## src/kgba_pkg.sv

```systemverilog
`timescale 1ns / 1ps

package kgba_pkg;

    localparam int DEF_MAX_GROUPS  = 16;
    localparam int DEF_MAX_ENTRIES = 1024;

    localparam int KEY_W    = 64;
    localparam int DATA_W   = 32;
    localparam int STRIDE_W = 12;
    localparam int STAT_W   = 2;
    localparam int ENTRY_W  = 10;
    localparam int GROUP_W  = 4;
    localparam int STEP_W   = 3;

    localparam logic [STAT_W-1:0] ST_OK          = 2'd0;
    localparam logic [STAT_W-1:0] ST_REJECT      = 2'd1;
    localparam logic [STAT_W-1:0] ST_FULL        = 2'd2;
    localparam logic [STAT_W-1:0] ST_ZERO_STRIDE = 2'd3;

    localparam logic [STEP_W-1:0] STEP_WIDE   = 3'd4;
    localparam logic [STEP_W-1:0] STEP_NARROW = 3'd2;

    typedef struct packed {
        logic [KEY_W-1:0]    format_key;
        logic                mesh_usable;
        logic                wide_indices;
        logic [DATA_W-1:0]   vertex_bytes;
        logic [DATA_W-1:0]   index_bytes;
        logic [STRIDE_W-1:0] vertex_stride;
    } req_word_t;

    typedef struct packed {
        logic [STAT_W-1:0]  status;
        logic [ENTRY_W-1:0] entry_number;
        logic [GROUP_W-1:0] group_number;
        logic               new_group;
        logic [DATA_W-1:0]  vertex_offset;
        logic [DATA_W-1:0]  index_offset;
        logic [DATA_W-1:0]  vertex_count;
        logic [STEP_W-1:0]  index_step;
    } rsp_word_t;

    typedef struct packed {
        logic              load;
        logic              div_start;
        logic              clr_search;
        logic              rd_issue;
        logic              step_search;
        logic              take_hit;
        logic              take_miss;
        logic              set_err;
        logic [STAT_W-1:0] err_code;
        logic              finish;
    } ctrl_cmd_t;

    typedef struct packed {
        logic [STAT_W-1:0] pre_err;
        logic              at_end;
        logic              key_hit;
        logic              groups_full;
        logic              div_done;
        logic              out_free;
    } dp_status_t;

endpackage

```

## src/kgba_ctrl.sv

```systemverilog
`timescale 1ns / 1ps

module kgba_ctrl
    import kgba_pkg::*;
(
    input  logic       aclk,
    input  logic       aresetn,
    input  logic       s_valid,
    output logic       s_ready,
    output ctrl_cmd_t  cmd,
    input  dp_status_t sts
);

    localparam logic [2:0] S_IDLE   = 3'd0;
    localparam logic [2:0] S_CHECK  = 3'd1;
    localparam logic [2:0] S_SEARCH = 3'd2;
    localparam logic [2:0] S_CMP    = 3'd3;
    localparam logic [2:0] S_WAIT   = 3'd4;
    localparam logic [2:0] S_DONE   = 3'd5;

    logic [2:0] state_reg;
    logic [2:0] state_next;

    always_ff @(posedge aclk) begin
        if (!aresetn) begin
            state_reg <= S_IDLE;
        end else begin
            state_reg <= state_next;
        end
    end

    always_comb begin
        cmd        = '0;
        s_ready    = 1'b0;
        state_next = state_reg;
        unique case (state_reg)
            S_IDLE: begin
                s_ready = aresetn;
                if (s_valid && aresetn) begin
                    cmd.load   = 1'b1;
                    state_next = S_CHECK;
                end
            end
            S_CHECK: begin
                if (sts.pre_err != ST_OK) begin
                    cmd.set_err  = 1'b1;
                    cmd.err_code = sts.pre_err;
                    state_next   = S_DONE;
                end else begin
                    cmd.clr_search = 1'b1;
                    cmd.div_start  = 1'b1;
                    state_next     = S_SEARCH;
                end
            end
            S_SEARCH: begin
                if (sts.at_end) begin
                    if (sts.groups_full) begin
                        cmd.set_err  = 1'b1;
                        cmd.err_code = ST_FULL;
                        state_next   = S_DONE;
                    end else begin
                        cmd.take_miss = 1'b1;
                        state_next    = S_WAIT;
                    end
                end else begin
                    cmd.rd_issue = 1'b1;
                    state_next   = S_CMP;
                end
            end
            S_CMP: begin
                if (sts.key_hit) begin
                    cmd.take_hit = 1'b1;
                    state_next   = S_WAIT;
                end else begin
                    cmd.step_search = 1'b1;
                    state_next      = S_SEARCH;
                end
            end
            S_WAIT: begin
                if (sts.div_done) begin
                    state_next = S_DONE;
                end
            end
            S_DONE: begin
                if (sts.out_free) begin
                    cmd.finish = 1'b1;
                    state_next = S_IDLE;
                end
            end
            default: begin
                state_next = S_IDLE;
            end
        endcase
    end

endmodule

```

## src/kgba_datapath.sv

```systemverilog
`timescale 1ns / 1ps

module kgba_datapath
    import kgba_pkg::*;
#(
    parameter int MAX_GROUPS  = DEF_MAX_GROUPS,
    parameter int MAX_ENTRIES = DEF_MAX_ENTRIES
) (
    input  logic       aclk,
    input  logic       aresetn,
    input  req_word_t  s_data,
    input  ctrl_cmd_t  cmd,
    output dp_status_t sts,
    output logic       m_valid,
    input  logic       m_ready,
    output rsp_word_t  m_data
);

    localparam int GW        = $clog2(MAX_GROUPS);
    localparam int GCW       = $clog2(MAX_GROUPS + 1);
    localparam int ECW       = $clog2(MAX_ENTRIES + 1);
    localparam int DIV_STEPS = DATA_W;
    localparam int DCW       = $clog2(DIV_STEPS + 1);

    typedef struct packed {
        logic [KEY_W-1:0]  key;
        logic              wide;
        logic [DATA_W-1:0] vtot;
        logic [DATA_W-1:0] itot;
    } grp_entry_t;

    grp_entry_t grp_mem [MAX_GROUPS];
    grp_entry_t rd_data_reg;

    req_word_t         req_reg;
    logic [STAT_W-1:0] stat_reg;
    logic [ECW-1:0]    entries_used_reg;
    logic [GCW-1:0]    groups_used_reg;
    logic [GCW-1:0]    g_reg;
    logic [GW-1:0]     found_reg;
    logic              opened_reg;
    logic              wide_cur_reg;
    logic [DATA_W-1:0] vtot_reg;
    logic [DATA_W-1:0] itot_reg;

    logic [STRIDE_W-1:0] rem_reg;
    logic [DATA_W-1:0]   quo_reg;
    logic [DCW-1:0]      div_cnt_reg;
    logic [STRIDE_W:0]   div_trial;

    logic      m_valid_reg;
    rsp_word_t m_data_reg;
    rsp_word_t rsp_next;
    logic      commit;

    assign commit = cmd.finish && (stat_reg == ST_OK);

    // group table: one read port (search), one write port (commit)
    always_ff @(posedge aclk) begin
        if (cmd.rd_issue) begin
            rd_data_reg <= grp_mem[g_reg[GW-1:0]];
        end
        if (commit) begin
            grp_mem[found_reg] <= '{key:  req_reg.format_key,
                                    wide: wide_cur_reg,
                                    vtot: vtot_reg + req_reg.vertex_bytes,
                                    itot: itot_reg + req_reg.index_bytes};
        end
    end

    always_ff @(posedge aclk) begin
        if (cmd.load) begin
            req_reg  <= s_data;
            stat_reg <= ST_OK;
        end else if (cmd.set_err) begin
            stat_reg <= cmd.err_code;
        end
        if (cmd.clr_search) begin
            g_reg <= '0;
        end else if (cmd.step_search) begin
            g_reg <= g_reg + 1'b1;
        end
        if (cmd.take_hit) begin
            found_reg    <= g_reg[GW-1:0];
            opened_reg   <= 1'b0;
            wide_cur_reg <= rd_data_reg.wide;
            vtot_reg     <= rd_data_reg.vtot;
            itot_reg     <= rd_data_reg.itot;
        end else if (cmd.take_miss) begin
            found_reg    <= groups_used_reg[GW-1:0];
            opened_reg   <= 1'b1;
            wide_cur_reg <= req_reg.wide_indices;
            vtot_reg     <= '0;
            itot_reg     <= '0;
        end
    end

    always_ff @(posedge aclk) begin
        if (!aresetn) begin
            entries_used_reg <= '0;
            groups_used_reg  <= '0;
        end else if (commit) begin
            entries_used_reg <= entries_used_reg + 1'b1;
            if (opened_reg) begin
                groups_used_reg <= groups_used_reg + 1'b1;
            end
        end
    end

    // restoring divider, one quotient bit per cycle
    assign div_trial = {rem_reg, quo_reg[DATA_W-1]} - {1'b0, req_reg.vertex_stride};

    always_ff @(posedge aclk) begin
        if (!aresetn) begin
            div_cnt_reg <= '0;
        end else if (cmd.div_start) begin
            div_cnt_reg <= DCW'(DIV_STEPS);
        end else if (div_cnt_reg != '0) begin
            div_cnt_reg <= div_cnt_reg - 1'b1;
        end
    end

    always_ff @(posedge aclk) begin
        if (cmd.div_start) begin
            rem_reg <= '0;
            quo_reg <= req_reg.vertex_bytes;
        end else if (div_cnt_reg != '0) begin
            if (!div_trial[STRIDE_W]) begin
                rem_reg <= div_trial[STRIDE_W-1:0];
                quo_reg <= {quo_reg[DATA_W-2:0], 1'b1};
            end else begin
                rem_reg <= {rem_reg[STRIDE_W-2:0], quo_reg[DATA_W-1]};
                quo_reg <= {quo_reg[DATA_W-2:0], 1'b0};
            end
        end
    end

    always_comb begin
        priority if (!req_reg.mesh_usable) begin
            sts.pre_err = ST_REJECT;
        end else if (req_reg.vertex_stride == '0) begin
            sts.pre_err = ST_ZERO_STRIDE;
        end else if (entries_used_reg == ECW'(MAX_ENTRIES)) begin
            sts.pre_err = ST_FULL;
        end else begin
            sts.pre_err = ST_OK;
        end
        sts.at_end      = (g_reg == groups_used_reg);
        sts.key_hit     = (rd_data_reg.key == req_reg.format_key);
        sts.groups_full = (groups_used_reg == GCW'(MAX_GROUPS));
        sts.div_done    = (div_cnt_reg == '0);
        sts.out_free    = !m_valid_reg || m_ready;
    end

    always_comb begin
        rsp_next        = '0;
        rsp_next.status = stat_reg;
        if (stat_reg == ST_OK) begin
            rsp_next.entry_number  = ENTRY_W'(entries_used_reg);
            rsp_next.group_number  = GROUP_W'(found_reg);
            rsp_next.new_group     = opened_reg;
            rsp_next.vertex_offset = vtot_reg;
            rsp_next.index_offset  = itot_reg;
            rsp_next.vertex_count  = quo_reg;
            rsp_next.index_step    = wide_cur_reg ? STEP_WIDE : STEP_NARROW;
        end
    end

    // output word register
    always_ff @(posedge aclk) begin
        if (!aresetn) begin
            m_valid_reg <= 1'b0;
        end else if (cmd.finish) begin
            m_valid_reg <= 1'b1;
        end else if (m_ready) begin
            m_valid_reg <= 1'b0;
        end
    end

    always_ff @(posedge aclk) begin
        if (cmd.finish) begin
            m_data_reg <= rsp_next;
        end
    end

    assign m_valid = m_valid_reg;
    assign m_data  = m_data_reg;

endmodule

```

## src/keyed_group_bump_allocator.sv

```systemverilog
`timescale 1ns / 1ps

// Keyed group bump allocator.
// s_ channel: one request word (format key, usable flag, index width, sizes,
// vertex stride). m_ channel: one result word per request (status, entry and
// group numbers, new-group flag, vertex/index byte offsets, vertex count,
// index step). Both channels are valid/ready.
// One request is in work at a time. After acceptance the open groups are
// scanned in turn, each with a table read and then a key compare, while a
// bit-serial divider forms the vertex count. An error caught on the request
// itself returns without the search or the divider. A new request is not
// taken until the last one has finished.
// The result sits in an output register; the next request is taken while it
// waits. If m_ready stays low, a finished second result holds inside the
// block until the output register frees, and s_ready stays low meanwhile.
// Reset (aresetn low, synchronous) empties the group and entry counts; the
// group table is not cleared, since only opened groups are ever read.
module keyed_group_bump_allocator
    import kgba_pkg::*;
#(
    parameter int MAX_GROUPS  = DEF_MAX_GROUPS,
    parameter int MAX_ENTRIES = DEF_MAX_ENTRIES
) (
    input  logic      aclk,
    input  logic      aresetn,
    input  logic      s_valid,
    output logic      s_ready,
    input  req_word_t s_data,
    output logic      m_valid,
    input  logic      m_ready,
    output rsp_word_t m_data
);

    ctrl_cmd_t  cmd;
    dp_status_t sts;

    kgba_ctrl u_ctrl (
        .aclk    (aclk),
        .aresetn (aresetn),
        .s_valid (s_valid),
        .s_ready (s_ready),
        .cmd     (cmd),
        .sts     (sts)
    );

    kgba_datapath #(
        .MAX_GROUPS  (MAX_GROUPS),
        .MAX_ENTRIES (MAX_ENTRIES)
    ) u_dp (
        .aclk    (aclk),
        .aresetn (aresetn),
        .s_data  (s_data),
        .cmd     (cmd),
        .sts     (sts),
        .m_valid (m_valid),
        .m_ready (m_ready),
        .m_data  (m_data)
    );

endmodule

```

## config.mk

```make
export PLATFORM = sky130hd
export DESIGN_NAME = keyed_group_bump_allocator
export DESIGN_NICKNAME = d
export VERILOG_FILES = /design/src/kgba_pkg.sv /design/src/kgba_ctrl.sv /design/src/kgba_datapath.sv /design/src/keyed_group_bump_allocator.sv
export SDC_FILE = /design/constraint.sdc
export NUM_CORES = 2
export LEC_CHECK = 0
export ABC_AREA = 1
export BUFFER_PORTS_ARGS = -buffer_cell sky130_fd_sc_hd__buf_2
export CAP_MARGIN = 10
export CELL_PAD_IN_SITES_DETAIL_PLACEMENT = 0
export CELL_PAD_IN_SITES_GLOBAL_PLACEMENT = 1
export CORE_ASPECT_RATIO = 1.1
export CORE_MARGIN = 2
export CORE_UTILIZATION = 40
export DETAILED_ROUTE_END_ITERATION = 10
export PLACE_DENSITY_LB_ADDON = 0.15
export REMOVE_ABC_BUFFERS = 1
export SETUP_SLACK_MARGIN = 0.1
export SLEW_MARGIN = 15
export SYNTH_ARGS = -nofsm -noshare
export SYNTH_HDL_FRONTEND = slang
export SYNTH_SLANG_ARGS = --single-unit
```

## constraint.sdc

```tcl
create_clock -name aclk -period 10.6 [get_ports aclk]
set_input_delay 2.12 -clock aclk [delete_from_list [all_inputs] [get_ports aclk]]
set_output_delay 2.12 -clock aclk [all_outputs]
set_load 0.005 [all_outputs]
```

==> summary.md <==
| Metric | Value |
|---|---|
| Status | `completed` |
| Crit path max fanout | `between 40 and 50` |
| Clk sinks | `2,597` |
| CTS root buf | `clkbuf_16` |
| Die area | `262,000 um^2` |
| Vias per cell | `5.42` |
| Sequential area share after synthesis | `0.753` |
| Most common flop cell mapped by yosys | `edfxtp_1` |
| Post-DRT Antenna Nets | `0` |
| Final WL | `about 300 mm` |
| RR Endpoint | `u_dp.itot_reg[18]$_SDFFCE_PN0P_` |
| Initial Util | `0.402` |
| Floorplan row count | `195` |
| CP Launch Type | `input pin` |
| Period utilisation layout | `0.498` |
| Die width | `488 um` |
| R2R depth | `11` |
| Switching share of power | `0.306` |
| Max_slew headroom | `0.191` |
| Clock latency at the later pin of the worst-skew pair | `between 0.8 and 0.9 ns` |
| IO Count | `264` |
| DRC | `0` |
| Finished Core Util | `0.457` |
| Unrepaired setup endpoints after global routing | `false` |
| Crit Path Class | `in2reg` |
| Worst EP arrival | `5.71 ns` |
| Cts bufs inserted | `between 200 and 300` |
| Setup crit end | `u_dp.grp_mem[8][74]$_DFFE_PP_` |
| Mapped cell area | `103,000 um^2` |
| Combinational Power Share | `0.208` |
| Wire length of the first global-routing pass | `430 mm` |
| Setup TNS | `0 ns` |
| Vias | `63,800` |
| Clock power frac | `0.351` |
| Min Tclk post-route | `5.28 ns` |
| Routed len/inst | `roughly 25 um` |
| Share of cells above drive strength 1 | `0.100` |
| Clock Path Buffers | `4` |
| Max_cap viols | `0` |
| Share of the synthesized area in the top cell type | `0.744` |
| Max reg flops | `just over 2,000` |
| Setup WS pre-CTS | `4.41 ns` |
| Netlist cell types | `45` |
| Final Setup Violations | `0` |
| Core Box Area | `256,000 um^2` |
| Hold_buf cts | `0` |
| Setup WS post-layout | `5.32 ns` |
| Switch Pwr | `8.47 mW` |
| Fmax achieved | `189 MHz` |
| Area leader, netlist | `edfxtp_1` |
| Synthesized flop and latch total | `2,597` |
| Largest net degree at the start of global routing | `211` |
| Synth Area per Inst | `about 13 um^2` |
| Buffers on Ports | `262` |
| Total global routing overflow | `0` |
| PostCTS Resize Cnt | `0` |
| Critical Path RT | `about 11 ns` |
| Detailed placement HPWL | `152 mm` |
| Final Skew | `about 0.044 ns` |
| Synth top area cells | `edfxtp_1 (74%), nor2_1 (5.2%), o21ai_0 (4.7%)` |
| Inst Count DP | `11,300` |
| Layout Cells excl Fill | `11,800` |
| Vias in the first global route | `approximately 63,000` |
| Placer congestion estimate | `0.810` |
| Critical Path Start | `m_ready` |
| Drt pass-1 iters | `5` |
| Top-count cell post-synth | `edfxtp_1` |
| FFs w/ async S/R, synth | `0` |
| PD cells | `236 nW/um^2` |
| H-tree Lvls | `5` |
| Reg power frac | `0.440` |
| Reg2reg start | `u_dp.req_reg[100]$_DFFE_PP_` |
| Syn. warnings | `0` |
| Initial antenna violation count | `6` |
| Max VDD drop | `0.189 mV` |
| Leakage power | `39.9 nW` |
| Worst hold-check path type | `reg2reg` |
| Final net count | `between 8,000 and 9,000` |
| CP Capture Type | `flip-flop` |
| Total track usage | `0.220` |
| Syn Inst Count | `7,903` |
| Final-report hold violation count | `0` |
| Slew Viols, Final | `0` |
| Reg clk slew, reported paths | `roughly 0.060 ns` |
| 1st-iter DRT viols | `around 5,300` |
| FF-to-FF setup slack | `5.90 ns` |
| Post-CTS Setup Repair Bufs | `0` |
| P&R area growth vs syn | `13.9%` |
| Tot Pwr | `27.7 mW` |
| Int Power | `19.2 mW` |
| Least-Margin Pin Slew | `1.21 ns` |
| CTS tree | `done` |
| Height of the die | `536 um` |
| Top post-synthesis cells by count | `edfxtp_1 (2,551), nor2_1 (1,436), o21ai_0 (974)` |
| Post-synth EDFFs | `roughly 2,600` |
power groups by stage:
stage | logic (mW) | clock network (mW) | registers [mW]
after floorplan | 3.69 | 0 | 12.6
after global placement | 5.75 | 0 | 12.4
after detailed placement | 5.81 | 0 | 12.4
after CTS | 5.84 | 9.94 | 12.2
after global routing | 6.46 | 10.3 | 12.2
final | 5.77 | 9.72 | 12.2
worst max-delay path, stage by stage:
cell     delay, ns
buf_2         0.08
nor2_1        0.09
nor2_4        0.36
nand2_2       0.19
inv_1         0.28
nand3_1       0.47
nor2_4        0.22
buf_4         0.78
buf_4         0.95
area by class of cell:
class | count | area, um^2
diodes | 3 | 7.51
flip-flops and latches | 2597 | 77500
clock buffers | 358 | 7720
fillers | 23000 | 139000
well taps | 3447 | 4310
multi-input cells | 4473 | 22500
repair buffers | 380 | 2430
inverters | 383 | 1500
clock inverters | 147 | 1320
routing by layer:
| metal | share of wire | global-route usage |
|---|---|---|
| met3 | 0.045 | 0.0274 |
| met4 | 0.021 | 0.0537 |
| met1 | 0.44 | 0.296 |
| met2 | 0.50 | 0.379 |
| met5 | 0.000061 | 0 |
placed cells by master (no fill, tap or decap), types with 18 or more instances in the layout:
| cell type | n |
|---|---|
| edfxtp_1 | 2551 |
| nor2_1 | 1419 |
| o21ai_0 | 974 |
| nand2_1 | 690 |
| inv_1 | 370 |
| nand3_1 | 300 |
| o22ai_1 | 299 |
| clkbuf_16 | 299 |
| buf_2 | 262 |
| o221ai_1 | 219 |
| o21ai_1 | 147 |
| a21oi_1 | 105 |
| buf_4 | 99 |
| ha_1 | 80 |
| clkinv_1 | 58 |
| clkbuf_1 | 57 |
| xor2_1 | 54 |
| o211ai_1 | 44 |
| dfxtp_1 | 43 |
| clkinv_2 | 40 |
| bufinv_16 | 21 |
| nor3_1 | 20 |
| nor2_4 | 19 |
| buf_12 | 18 |
through the flow:
step | cell area (um^2) | hold WS, ns
3_3_place_gp | 108000 | 0.451
4_1_cts | 117000 | 0.463
2_1_floorplan | 101000 | 0.431
6_report | 117000 | 0.461
3_5_place_dp | 108000 | 0.455
5_1_grt | 117000 | 0.484
how the worst min path moves through the flow:
stage,start,end,depth (start not counted)
finish,u_dp.div_cnt_reg[0]$_SDFFE_PP0P_,u_dp.div_cnt_reg[0]$_SDFFE_PP0P_,2
global route,u_dp.div_cnt_reg[0]$_SDFFE_PP0P_,u_dp.div_cnt_reg[0]$_SDFFE_PP0P_,2
CTS,u_dp.div_cnt_reg[0]$_SDFFE_PP0P_,u_dp.div_cnt_reg[0]$_SDFFE_PP0P_,2
detailed placement,u_dp.div_cnt_reg[0]$_SDFFE_PP0P_,u_dp.div_cnt_reg[0]$_SDFFE_PP0P_,2
global placement,u_dp.stat_reg[0]$_SDFFE_PP0P_,u_dp.m_data[114]$_DFFE_PP_,0
floorplan,u_dp.stat_reg[1]$_SDFFE_PP0P_,u_dp.m_data[115]$_DFFE_PP_,0
logic make-up after synthesis:
| group | share of synthesized area |
|---|---|
| buf+inv | 0.0321 |
| simple gates | 0.0949 |
| xor+xnor | 0.00740 |
| compound gates | 0.103 |
| other cells | 0.0000364 |
| fa+ha+maj | 0.0103 |
| flops | 0.753 |
Note: power is estimated with default switching activity, not from simulation.
